`config.mk`:
```
export PLATFORM = sky130hd
export DESIGN_NAME = serial_frame_deframer_core
export DESIGN_NICKNAME = d
export VERILOG_FILES = /design/src/rtl/core/sfd_pkg.sv /design/src/rtl/core/serial_frame_deframer_core.sv /design/src/rtl/core/sfd_cfg.sv /design/src/rtl/core/sfd_store.sv /design/src/rtl/core/sfd_parser.sv
export SDC_FILE = /design/constraint.sdc
export NUM_CORES = 2
export LEC_CHECK = 0
export BUFFER_PORTS_ARGS = -buffer_cell sky130_fd_sc_hd__buf_2
export CORE_ASPECT_RATIO = 0.7
export CORE_MARGIN = 3
export CORE_UTILIZATION = 45
export DETAILED_ROUTE_END_ITERATION = 7
export MAX_ROUTING_LAYER = met4
export PLACE_DENSITY_LB_ADDON = 0.05
export SLEW_MARGIN = 20
export SYNTH_ARGS = -nofsm -noshare
export SYNTH_HDL_FRONTEND = slang
export SYNTH_SLANG_ARGS = --single-unit
export TNS_END_PERCENT = 10
```
`constraint.sdc`:
```
create_clock -name clk_i -period 10.4 [get_ports clk_i]
set_input_delay 0.52 -clock clk_i [delete_from_list [all_inputs] [get_ports clk_i]]
set_output_delay 0.52 -clock clk_i [all_outputs]
set_load 0.05 [all_outputs]
```
`src/rtl/core/sfd_pkg.sv`:
```
// ---------------------------------------------------------------------------
// sfd_pkg
// Shared types and codes for the serial frame deframer.
// ---------------------------------------------------------------------------
package sfd_pkg;

  // input word kinds
  localparam logic [1:0] KIND_BYTE    = 2'd0;
  localparam logic [1:0] KIND_READ    = 2'd1;
  localparam logic [1:0] KIND_RELEASE = 2'd2;

  // result status codes
  localparam logic [2:0] ST_ABSORBED = 3'd0;
  localparam logic [2:0] ST_READY    = 3'd1;
  localparam logic [2:0] ST_DROPPED  = 3'd2;
  localparam logic [2:0] ST_REJECTED = 3'd3;
  localparam logic [2:0] ST_READ     = 3'd4;
  localparam logic [2:0] ST_RELEASED = 3'd5;

  // register indexes (byte address bits [3:2])
  localparam logic [1:0] REG_START_MARKER = 2'd0;
  localparam logic [1:0] REG_END_MARKER   = 2'd1;
  localparam logic [1:0] REG_MAX_LENGTH   = 2'd2;

  localparam logic [7:0] RST_START_MARKER = 8'd2;
  localparam logic [7:0] RST_END_MARKER   = 8'd3;
  localparam logic [7:0] RST_MAX_LENGTH   = 8'd255;

  // start, length, command and end bytes
  localparam logic [7:0] HDR_TRL_LEN = 8'd4;

  typedef struct packed {
    logic [7:0] start_marker;
    logic [7:0] end_marker;
    logic [7:0] max_length;
  } cfg_t;

  typedef struct packed {
    logic       en;
    logic [7:0] slot;
    logic [7:0] data;
  } wr_req_t;

  typedef struct packed {
    logic       en;
    logic [7:0] slot;
  } rd_req_t;

  typedef struct packed {
    logic [2:0] status;
    logic [7:0] command;
    logic [7:0] body_count;
    logic       hit;
  } res_t;

endpackage

```
`src/rtl/core/serial_frame_deframer_core.sv`:
```
// ---------------------------------------------------------------------------
// serial_frame_deframer_core
// Start/length/end byte frame receiver with indexed data readout.
// ---------------------------------------------------------------------------
// Path: accepted word -> read stage (store read) -> output register.
// Throughput: one word per cycle on both channels unless the output stalls; the
//   store's own write and registered read ports keep parse and read from waiting.
// Reset: parser hunts for a start byte, no frame pending, registers at
//   their defaults; the body store has no reset and needs no clearing pass.
// ---------------------------------------------------------------------------
module serial_frame_deframer_core #(
  parameter int STORE_DEPTH = 256
) (
  input  logic        clk_i,
  input  logic        rst_ni,
  // configuration
  input  logic        psel,
  input  logic        penable,
  input  logic        pwrite,
  input  logic [3:0]  paddr,
  input  logic [31:0] pwdata,
  output logic [31:0] prdata,
  output logic        pready,
  // input words
  input  logic        in_valid_i,
  output logic        in_stall_o,
  input  logic [1:0]  kind_i,
  input  logic [7:0]  rx_byte_i,
  input  logic [7:0]  read_index_i,
  // result words
  output logic        out_valid_o,
  input  logic        out_stall_i,
  output logic [2:0]  status_o,
  output logic [7:0]  command_o,
  output logic [7:0]  body_count_o,
  output logic [7:0]  read_data_o
);
  import sfd_pkg::*;

  cfg_t       cfg;
  wr_req_t    wr_req;
  rd_req_t    rd_req;
  res_t       res;
  logic [7:0] rdata;
  logic       accept;
  logic       adv;

  logic       s1_valid_q;
  res_t       s1_res_q;
  logic       out_valid_q;
  logic [2:0] status_q;
  logic [7:0] command_q;
  logic [7:0] body_count_q;
  logic [7:0] read_data_q;

  sfd_cfg u_cfg (
    .clk_i   (clk_i),
    .rst_ni  (rst_ni),
    .psel    (psel),
    .penable (penable),
    .pwrite  (pwrite),
    .paddr   (paddr),
    .pwdata  (pwdata),
    .prdata  (prdata),
    .pready  (pready),
    .cfg_o   (cfg)
  );

  sfd_parser #(
    .STORE_DEPTH (STORE_DEPTH)
  ) u_parser (
    .clk_i        (clk_i),
    .rst_ni       (rst_ni),
    .accept_i     (accept),
    .kind_i       (kind_i),
    .rx_byte_i    (rx_byte_i),
    .read_index_i (read_index_i),
    .cfg_i        (cfg),
    .wr_o         (wr_req),
    .rd_o         (rd_req),
    .res_o        (res)
  );

  sfd_store #(
    .STORE_DEPTH (STORE_DEPTH)
  ) u_store (
    .clk_i   (clk_i),
    .wr_i    (wr_req),
    .rd_i    (rd_req),
    .rdata_o (rdata)
  );

  // stage 1 waits on the store read, stage 2 is the output register
  assign adv        = s1_valid_q && (!out_valid_q || !out_stall_i);
  assign in_stall_o = s1_valid_q && !adv;
  assign accept     = in_valid_i && !in_stall_o;

  always_ff @(posedge clk_i or negedge rst_ni) begin
    if (!rst_ni) begin
      s1_valid_q  <= 1'b0;
      out_valid_q <= 1'b0;
    end else begin
      if (accept) begin
        s1_valid_q <= 1'b1;
      end else if (adv) begin
        s1_valid_q <= 1'b0;
      end
      if (adv) begin
        out_valid_q <= 1'b1;
      end else if (!out_stall_i) begin
        out_valid_q <= 1'b0;
      end
    end
  end

  always_ff @(posedge clk_i) begin
    if (accept) begin
      s1_res_q <= res;
    end
    if (adv) begin
      status_q     <= s1_res_q.status;
      command_q    <= s1_res_q.command;
      body_count_q <= s1_res_q.body_count;
      read_data_q  <= s1_res_q.hit ? rdata : 8'd0;
    end
  end

  assign out_valid_o  = out_valid_q;
  assign status_o     = status_q;
  assign command_o    = command_q;
  assign body_count_o = body_count_q;
  assign read_data_o  = read_data_q;

  a_s1_hold: assert property (@(posedge clk_i) disable iff (!rst_ni)
    (s1_valid_q && !adv) |=>
      (s1_valid_q && $stable(s1_res_q) && (!s1_res_q.hit || $stable(rdata))))
    else $error("read stage lost its word while blocked");

  a_no_accept_blocked: assert property (@(posedge clk_i) disable iff (!rst_ni)
    (s1_valid_q && out_valid_q && out_stall_i) |-> !accept)
    else $error("word taken with both stages full");

endmodule

```
`src/rtl/core/sfd_cfg.sv`:
```
// ---------------------------------------------------------------------------
// sfd_cfg
// APB register file for the frame markers and the length limit.
// ---------------------------------------------------------------------------
module sfd_cfg (
  input  logic          clk_i,
  input  logic          rst_ni,
  input  logic          psel,
  input  logic          penable,
  input  logic          pwrite,
  input  logic [3:0]    paddr,
  input  logic [31:0]   pwdata,
  output logic [31:0]   prdata,
  output logic          pready,
  output sfd_pkg::cfg_t cfg_o
);
  import sfd_pkg::*;

  cfg_t cfg_q;
  logic wr_en;

  assign pready = 1'b1;
  assign wr_en  = psel & penable & pwrite;

  always_ff @(posedge clk_i or negedge rst_ni) begin
    if (!rst_ni) begin
      cfg_q.start_marker <= RST_START_MARKER;
      cfg_q.end_marker   <= RST_END_MARKER;
      cfg_q.max_length   <= RST_MAX_LENGTH;
    end else if (wr_en) begin
      unique case (paddr[3:2])
        REG_START_MARKER: cfg_q.start_marker <= pwdata[7:0];
        REG_END_MARKER:   cfg_q.end_marker   <= pwdata[7:0];
        REG_MAX_LENGTH:   cfg_q.max_length   <= pwdata[7:0];
        default: ;
      endcase
    end
  end

  always_comb begin
    unique case (paddr[3:2])
      REG_START_MARKER: prdata = {24'd0, cfg_q.start_marker};
      REG_END_MARKER:   prdata = {24'd0, cfg_q.end_marker};
      REG_MAX_LENGTH:   prdata = {24'd0, cfg_q.max_length};
      default:          prdata = 32'd0;
    endcase
  end

  assign cfg_o = cfg_q;

endmodule

```
`src/rtl/core/sfd_store.sv`:
```
// ---------------------------------------------------------------------------
// sfd_store
// Frame body memory: one write port, one registered read port.
// ---------------------------------------------------------------------------
module sfd_store #(
  parameter int STORE_DEPTH = 256
) (
  input  logic             clk_i,
  input  sfd_pkg::wr_req_t wr_i,
  input  sfd_pkg::rd_req_t rd_i,
  output logic [7:0]       rdata_o
);
  import sfd_pkg::*;

  localparam int AW = $clog2(STORE_DEPTH);

  logic [7:0] mem_q [STORE_DEPTH];
  logic [7:0] rdata_q;

  always_ff @(posedge clk_i) begin
    if (wr_i.en) begin
      mem_q[wr_i.slot[AW-1:0]] <= wr_i.data;
    end
  end

  // holds while the read stage is stalled; only a new read moves it
  always_ff @(posedge clk_i) begin
    if (rd_i.en) begin
      rdata_q <= mem_q[rd_i.slot[AW-1:0]];
    end
  end

  assign rdata_o = rdata_q;

endmodule

```
`src/rtl/core/sfd_parser.sv`:
```
// ---------------------------------------------------------------------------
// sfd_parser
// Frame parse state machine, pending flag and store address generation.
// ---------------------------------------------------------------------------
module sfd_parser #(
  parameter int STORE_DEPTH = 256
) (
  input  logic             clk_i,
  input  logic             rst_ni,
  input  logic             accept_i,
  input  logic [1:0]       kind_i,
  input  logic [7:0]       rx_byte_i,
  input  logic [7:0]       read_index_i,
  input  sfd_pkg::cfg_t    cfg_i,
  output sfd_pkg::wr_req_t wr_o,
  output sfd_pkg::rd_req_t rd_o,
  output sfd_pkg::res_t    res_o
);
  import sfd_pkg::*;

  typedef enum logic [1:0] {
    PH_HUNT,
    PH_LEN,
    PH_BODY
  } phase_e;

  localparam logic [8:0] DepthW = 9'(STORE_DEPTH);

  phase_e     phase_q, phase_d;
  logic [7:0] bytes_taken_q, bytes_taken_d;
  logic [7:0] frame_length_q, frame_length_d;
  logic [7:0] cmd_q, cmd_d;
  logic [7:0] held_command_q, held_command_d;
  logic [7:0] held_count_q, held_count_d;
  logic       frame_pending_q, frame_pending_d;
  logic [2:0] status;
  logic [7:0] slot;
  logic [8:0] rd_slot;
  logic       hit;

  assign slot    = bytes_taken_q - 8'd2;
  assign rd_slot = {1'b0, read_index_i} + 9'd1;
  assign hit     = (read_index_i < held_count_q) && (rd_slot < DepthW);

  always_comb begin
    phase_d         = phase_q;
    bytes_taken_d   = bytes_taken_q;
    frame_length_d  = frame_length_q;
    cmd_d           = cmd_q;
    held_command_d  = held_command_q;
    held_count_d    = held_count_q;
    frame_pending_d = frame_pending_q;
    status          = ST_ABSORBED;
    wr_o            = '0;
    wr_o.slot       = slot;
    wr_o.data       = rx_byte_i;
    rd_o.en         = 1'b0;
    rd_o.slot       = rd_slot[7:0];

    unique case (kind_i)
      KIND_BYTE: begin
        if (frame_pending_q) begin
          status = ST_DROPPED;
        end else begin
          unique case (phase_q)
            PH_HUNT: begin
              if (rx_byte_i != cfg_i.start_marker) begin
                status = ST_REJECTED;
              end else begin
                phase_d       = PH_LEN;
                bytes_taken_d = 8'd1;
              end
            end
            PH_LEN: begin
              if (rx_byte_i > cfg_i.max_length || rx_byte_i < HDR_TRL_LEN) begin
                phase_d        = PH_HUNT;
                bytes_taken_d  = 8'd0;
                frame_length_d = 8'd0;
                status         = ST_REJECTED;
              end else begin
                frame_length_d = rx_byte_i;
                bytes_taken_d  = 8'd2;
                phase_d        = PH_BODY;
              end
            end
            PH_BODY: begin
              // this byte is the end marker position
              if ({1'b0, bytes_taken_q} + 9'd1 >= {1'b0, frame_length_q}) begin
                if (rx_byte_i != cfg_i.end_marker) begin
                  status = ST_REJECTED;
                end else begin
                  held_command_d  = cmd_q;
                  held_count_d    = frame_length_q - HDR_TRL_LEN;
                  frame_pending_d = 1'b1;
                  status          = ST_READY;
                end
                phase_d        = PH_HUNT;
                bytes_taken_d  = 8'd0;
                frame_length_d = 8'd0;
              end else begin
                wr_o.en = ({1'b0, slot} < DepthW);
                // slot zero holds the command byte
                if (slot == 8'd0) begin
                  cmd_d = rx_byte_i;
                end
                bytes_taken_d = bytes_taken_q + 8'd1;
              end
            end
            default: begin
              phase_d        = PH_HUNT;
              bytes_taken_d  = 8'd0;
              frame_length_d = 8'd0;
            end
          endcase
        end
      end
      KIND_READ: begin
        status  = ST_READ;
        rd_o.en = hit;
      end
      KIND_RELEASE: begin
        frame_pending_d = 1'b0;
        status          = ST_RELEASED;
      end
      default: ;
    endcase

    wr_o.en = wr_o.en & accept_i;
    rd_o.en = rd_o.en & accept_i;

    res_o.status     = status;
    res_o.command    = held_command_d;
    res_o.body_count = held_count_d;
    res_o.hit        = (kind_i == KIND_READ) && hit;
  end

  always_ff @(posedge clk_i or negedge rst_ni) begin
    if (!rst_ni) begin
      phase_q         <= PH_HUNT;
      bytes_taken_q   <= 8'd0;
      frame_length_q  <= 8'd0;
      cmd_q           <= 8'd0;
      held_command_q  <= 8'd0;
      held_count_q    <= 8'd0;
      frame_pending_q <= 1'b0;
    end else if (accept_i) begin
      phase_q         <= phase_d;
      bytes_taken_q   <= bytes_taken_d;
      frame_length_q  <= frame_length_d;
      cmd_q           <= cmd_d;
      held_command_q  <= held_command_d;
      held_count_q    <= held_count_d;
      frame_pending_q <= frame_pending_d;
    end
  end

  a_hunt_clear: assert property (@(posedge clk_i) disable iff (!rst_ni)
    (phase_q == PH_HUNT) |-> (bytes_taken_q == 8'd0 && frame_length_q == 8'd0))
    else $error("hunt with stale frame counters");

  a_body_in_frame: assert property (@(posedge clk_i) disable iff (!rst_ni)
    (phase_q == PH_BODY) |->
      (bytes_taken_q < frame_length_q && frame_length_q >= HDR_TRL_LEN))
    else $error("body position past frame end");

  a_pending_freeze: assert property (@(posedge clk_i) disable iff (!rst_ni)
    (accept_i && frame_pending_q && kind_i == KIND_BYTE) |=>
      ($stable(phase_q) && $stable(bytes_taken_q) && frame_pending_q))
    else $error("parser moved while frame pending");

endmodule

```
==> impl_metrics.env <==
export IMPL_cts_buffers=209
export IMPL_path_class="flop to flop"
export IMPL_netlist_area_um2=85700
export IMPL_ioPinCount=123
export IMPL_areaGrowthSynthToFinish_pct=11.4
export IMPL_async_flop_share_pct=3.18
export IMPL_grt_usage_pct=22.6
export IMPL_final_area_um2=95500
export IMPL_htreeDepth=4
export IMPL_drc_errors=0
export IMPL_period_needed_ns=5.70
export IMPL_io_buffers=71
export IMPL_crit_path_end="u_store.mem_q[140][4]$_DFFE_PP_"
export IMPL_yosysSeqAreaShare_pct=75.7
export IMPL_clkLatencyLatePin_ns=0.85
export IMPL_ant_nets=0
export IMPL_crit_slowest_cell="nor2_1"
export IMPL_power_density_nw_per_um2=193
export IMPL_nets=4474
export IMPL_worstPathArrival_ns=6.16
export IMPL_drv_slew=0
export IMPL_dieHeight_um=371
export IMPL_grt_pass1_vias=41551
export IMPL_ff2ff_setup_slack_ns=4.70
export IMPL_max_cap_violations=0
export IMPL_hold_viol=0
export IMPL_status="finished, final reports clean"
export IMPL_worst_path_max_fanout=16
export IMPL_worstSetupStartpoint="u_parser.bytes_taken_q[0]$_DFFE_PN0P_"
export IMPL_fin_skew_ns=0.0327
export IMPL_start_util_pct=45.5
export IMPL_antenna_found_initial=17
export IMPL_die_area_um2=196000
export IMPL_tightest_slew_ns=1.36
export IMPL_ys_flop_type="edfxtp_1"
export IMPL_first_iter_violations=4532
export IMPL_slew_headroom_pct=8.25
export IMPL_cts_tree="done"
export IMPL_first_pass_iters=5
export IMPL_grt_start_max_net_pins=134
export IMPL_synth_seq_cells=2172
export IMPL_worst_setup_path_end_kind="flop"
export IMPL_core_um2=189000
export IMPL_rsz0062_at_grt="false"
export IMPL_ys_types=70
export IMPL_grt_pass1_wl_um=307000
export IMPL_rows=133
export IMPL_worst_r2r_endpoint="u_store.mem_q[140][4]$_DFFE_PP_"
export IMPL_ys_warn_count=0
export IMPL_gp_congestion=0.801
export IMPL_required_ns=10.87
export IMPL_finalCritPeriodShare_pct=54.8
export IMPL_routed_wl_met2_um=94300
export IMPL_cp_num_cells=12
export IMPL_top_layer="met4"
export IMPL_wl_per_cell_um=30.6
export IMPL_clk_pin_slew_ns=0.07
export IMPL_routed_wl_um=215000
export IMPL_place_area_um2=89000
export IMPL_path_buf_inv=0
export IMPL_cp_start_kind="flop"
export IMPL_setup_viol_count_final=0
export IMPL_syn_inst=4251
export IMPL_cts_sinks=2172
export IMPL_grt_overflow=0
export IMPL_drt_vias_per_instance=5.86
export IMPL_cpPeakStageDelay_ns=0.92
export IMPL_path_cells="ha_1 -> nand3_1 -> or3_1 -> nand2_1 -> ha_1 -> and3_1 -> a221o_1 -> a31oi_4 -> o211ai_4 -> nor4b_2 -> nand2_1 -> nor2_1"
export IMPL_worstRegToRegCells=12
export IMPL_hp_class="input port to flop"
export IMPL_fmax_ghz=0.176
export IMPL_peakVddDrop_uv=138
export IMPL_root_buffer="clkbuf_16"
export IMPL_dp_slack_ns=4.16
export IMPL_wl_met1_um=99500
export IMPL_hpwlAfterDp_um=126000
export IMPL_synth_edf_count=2103
export IMPL_dieWidth_um=528
export IMPL_drive_gt1_share_pct=23.0
export IMPL_leakage_nw=30.3
export IMPL_r2r_start="u_parser.bytes_taken_q[0]$_DFFE_PN0P_"
export IMPL_syn_area_per_cell_um2=20.2
export IMPL_critPathTopFamily="simple AND/OR/NAND/NOR gates"
export IMPL_vias=41220
export IMPL_post_cts_resize_count=0
export IMPL_cts_buffer_depth=4
export IMPL_met3_length_um=16100
export IMPL_setup_slack_ns=4.70
export IMPL_finalSetupTns_ns=0
## state kept, by name, indices dropped and copies added, names as in the netlist, 3 cells and up
register                 cells
read_data_o                  8
u_store.rdata_o              8
u_cfg.cfg_o                 24
u_parser.cmd_q               8
s1_res_q                    20
u_parser.bytes_taken_q       8
u_store.mem_q             2048
command_o                    8
u_parser.frame_length_q      8
u_parser.held_command_q      8
status_o                     3
u_parser.held_count_q        8
body_count_o                 8
## repair_timing
action | 4_1_cts | 5_1_grt
hold buffers | 11 | 0
setup buffers | 0 | 0
hold endpoints to repair | 84 | 0
## final cells by class
type | count | area (um^2)
Fill cell | 15065 | 93100
Sequential cell | 2172 | 64900
Multi-Input combinational cell | 1811 | 19700
Clock buffer | 252 | 5450
Tap cell | 2497 | 3120
Timing Repair Buffer | 150 | 1240
Clock inverter | 111 | 900
Inverter | 35 | 131
Antenna cell | 2 | 5.00
## worst min-delay path, delay by kind of cell
kind                       cells  cell delay, ns
adders and majority gates      1            0.15
buffers and inverters          1            0.14
AOI/OAI and AO/OA              1            0.05
## cell families (layout without fill, tap and decap cells)
kind of cell | after synthesis | in the layout | share of synthesized area [%]
AO/OA/AOI/OAI | 289 | 289 | 2.17
XOR/XNOR | 32 | 32 | 0.327
adder cells (fa/ha/maj) | 34 | 34 | 0.496
buffers and inverters | 291 | 548 | 1.58
flip-flops | 2172 | 2172 | 75.7
multiplexers | 742 | 742 | 16.3
other | 2 | 27 | 0.00876
AND/OR/NAND/NOR | 689 | 689 | 3.46
## synth_stat cells (8+ instances only)
master | count | share of area [%]
edfxtp_1 | 2103 | 74
mux4_2 | 512 | 13
nor2_1 | 280 | 1.2
nand2_1 | 272 | 1.2
mux2i_1 | 173 | 2.0
clkbuf_1 | 111 | 0.49
a21oi_1 | 99 | 0.58
buf_2 | 91 | 0.53
o22ai_1 | 60 | 0.44
dfrtp_1 | 58 | 1.7
mux2_2 | 50 | 0.66
buf_4 | 35 | 0.31
inv_1 | 35 | 0.15
o21ai_0 | 35 | 0.20
ha_1 | 34 | 0.50
o22a_1 | 24 | 0.25
xnor2_1 | 24 | 0.25
nand3_1 | 18 | 0.11
nor4_1 | 18 | 0.13
buf_1 | 16 | 0.070
nor3_1 | 16 | 0.093
a22o_1 | 13 | 0.13
and2_1 | 12 | 0.088
nand2b_1 | 12 | 0.088
a21o_1 | 11 | 0.096
dfstp_2 | 11 | 0.34
nand4_1 | 11 | 0.080
a211oi_1 | 9 | 0.079
or3_1 | 9 | 0.066
o2111ai_1 | 8 | 0.082
or4_1 | 8 | 0.070
or4b_2 | 8 | 0.093
xor2_1 | 8 | 0.082
## worst min-delay path by stage
stage / to / slack, ns / cells past startpoint / startpoint
after detailed placement: command_o[5]$_DFFE_PP_ / 0.40 / 0 / s1_res_q[14]$_DFFE_PP_
after CTS: u_parser.frame_pending_q$_DFFE_PN0P_ / 0.01 / 3 / kind_i[1]
final: u_parser.frame_pending_q$_DFFE_PN0P_ / 0.06 / 3 / kind_i[1]
after global placement: status_o[2]$_DFFE_PP_ / 0.40 / 0 / s1_res_q[19]$_DFFE_PP_
after floorplan: out_valid_o$_DFFE_PN0P_ / 0.22 / 0 / rst_ni
after global routing: u_parser.frame_pending_q$_DFFE_PN0P_ / 0.07 / 3 / kind_i[1]
## layout by cell type (no fill, tap or decap), drive strengths merged, types with 24 or more instances in the layout
master	count
a21oi	99
buf	139
clkbuf	252
clkinv	88
conb	25
dfrtp	58
edfxtp	2103
ha	34
inv	39
mux2	57
mux2i	173
mux4	512
nand2	272
nor2	280
o21ai	35
o22a	24
o22ai	60
xnor2	24
## power breakdown
| part | leakage (nW) | switching [mW] | internal [mW] |
|---|---|---|---|
| clock | 3.12 | 3.22 | 4.08 |
| sequential | 19.8 | 0.0390 | 9.64 |
| combinational | 7.41 | 0.961 | 0.470 |
| total | 30.3 | 4.22 | 14.2 |
## per-stage QoR
stage          power, mW  util [%]  std cells  hold slack, ns
2_1_floorplan       10.7         -       4274           0.224
3_3_place_gp        11.3      47.2       6653           0.404
3_5_place_dp        11.3      47.2       6653           0.405
4_1_cts             18.6      50.6       7027          0.0144
5_1_grt             19.0      50.6       7030          0.0677
6_report            18.4      50.6       7030          0.0583
## layer usage
layer	up-vias	track usage, %
met5	-	-
met4	0	5.51
met3	340	4.86
met2	1373	31.9
met1	21974	33.8
li1	17533	-
(Power assumes the default switching activity.)
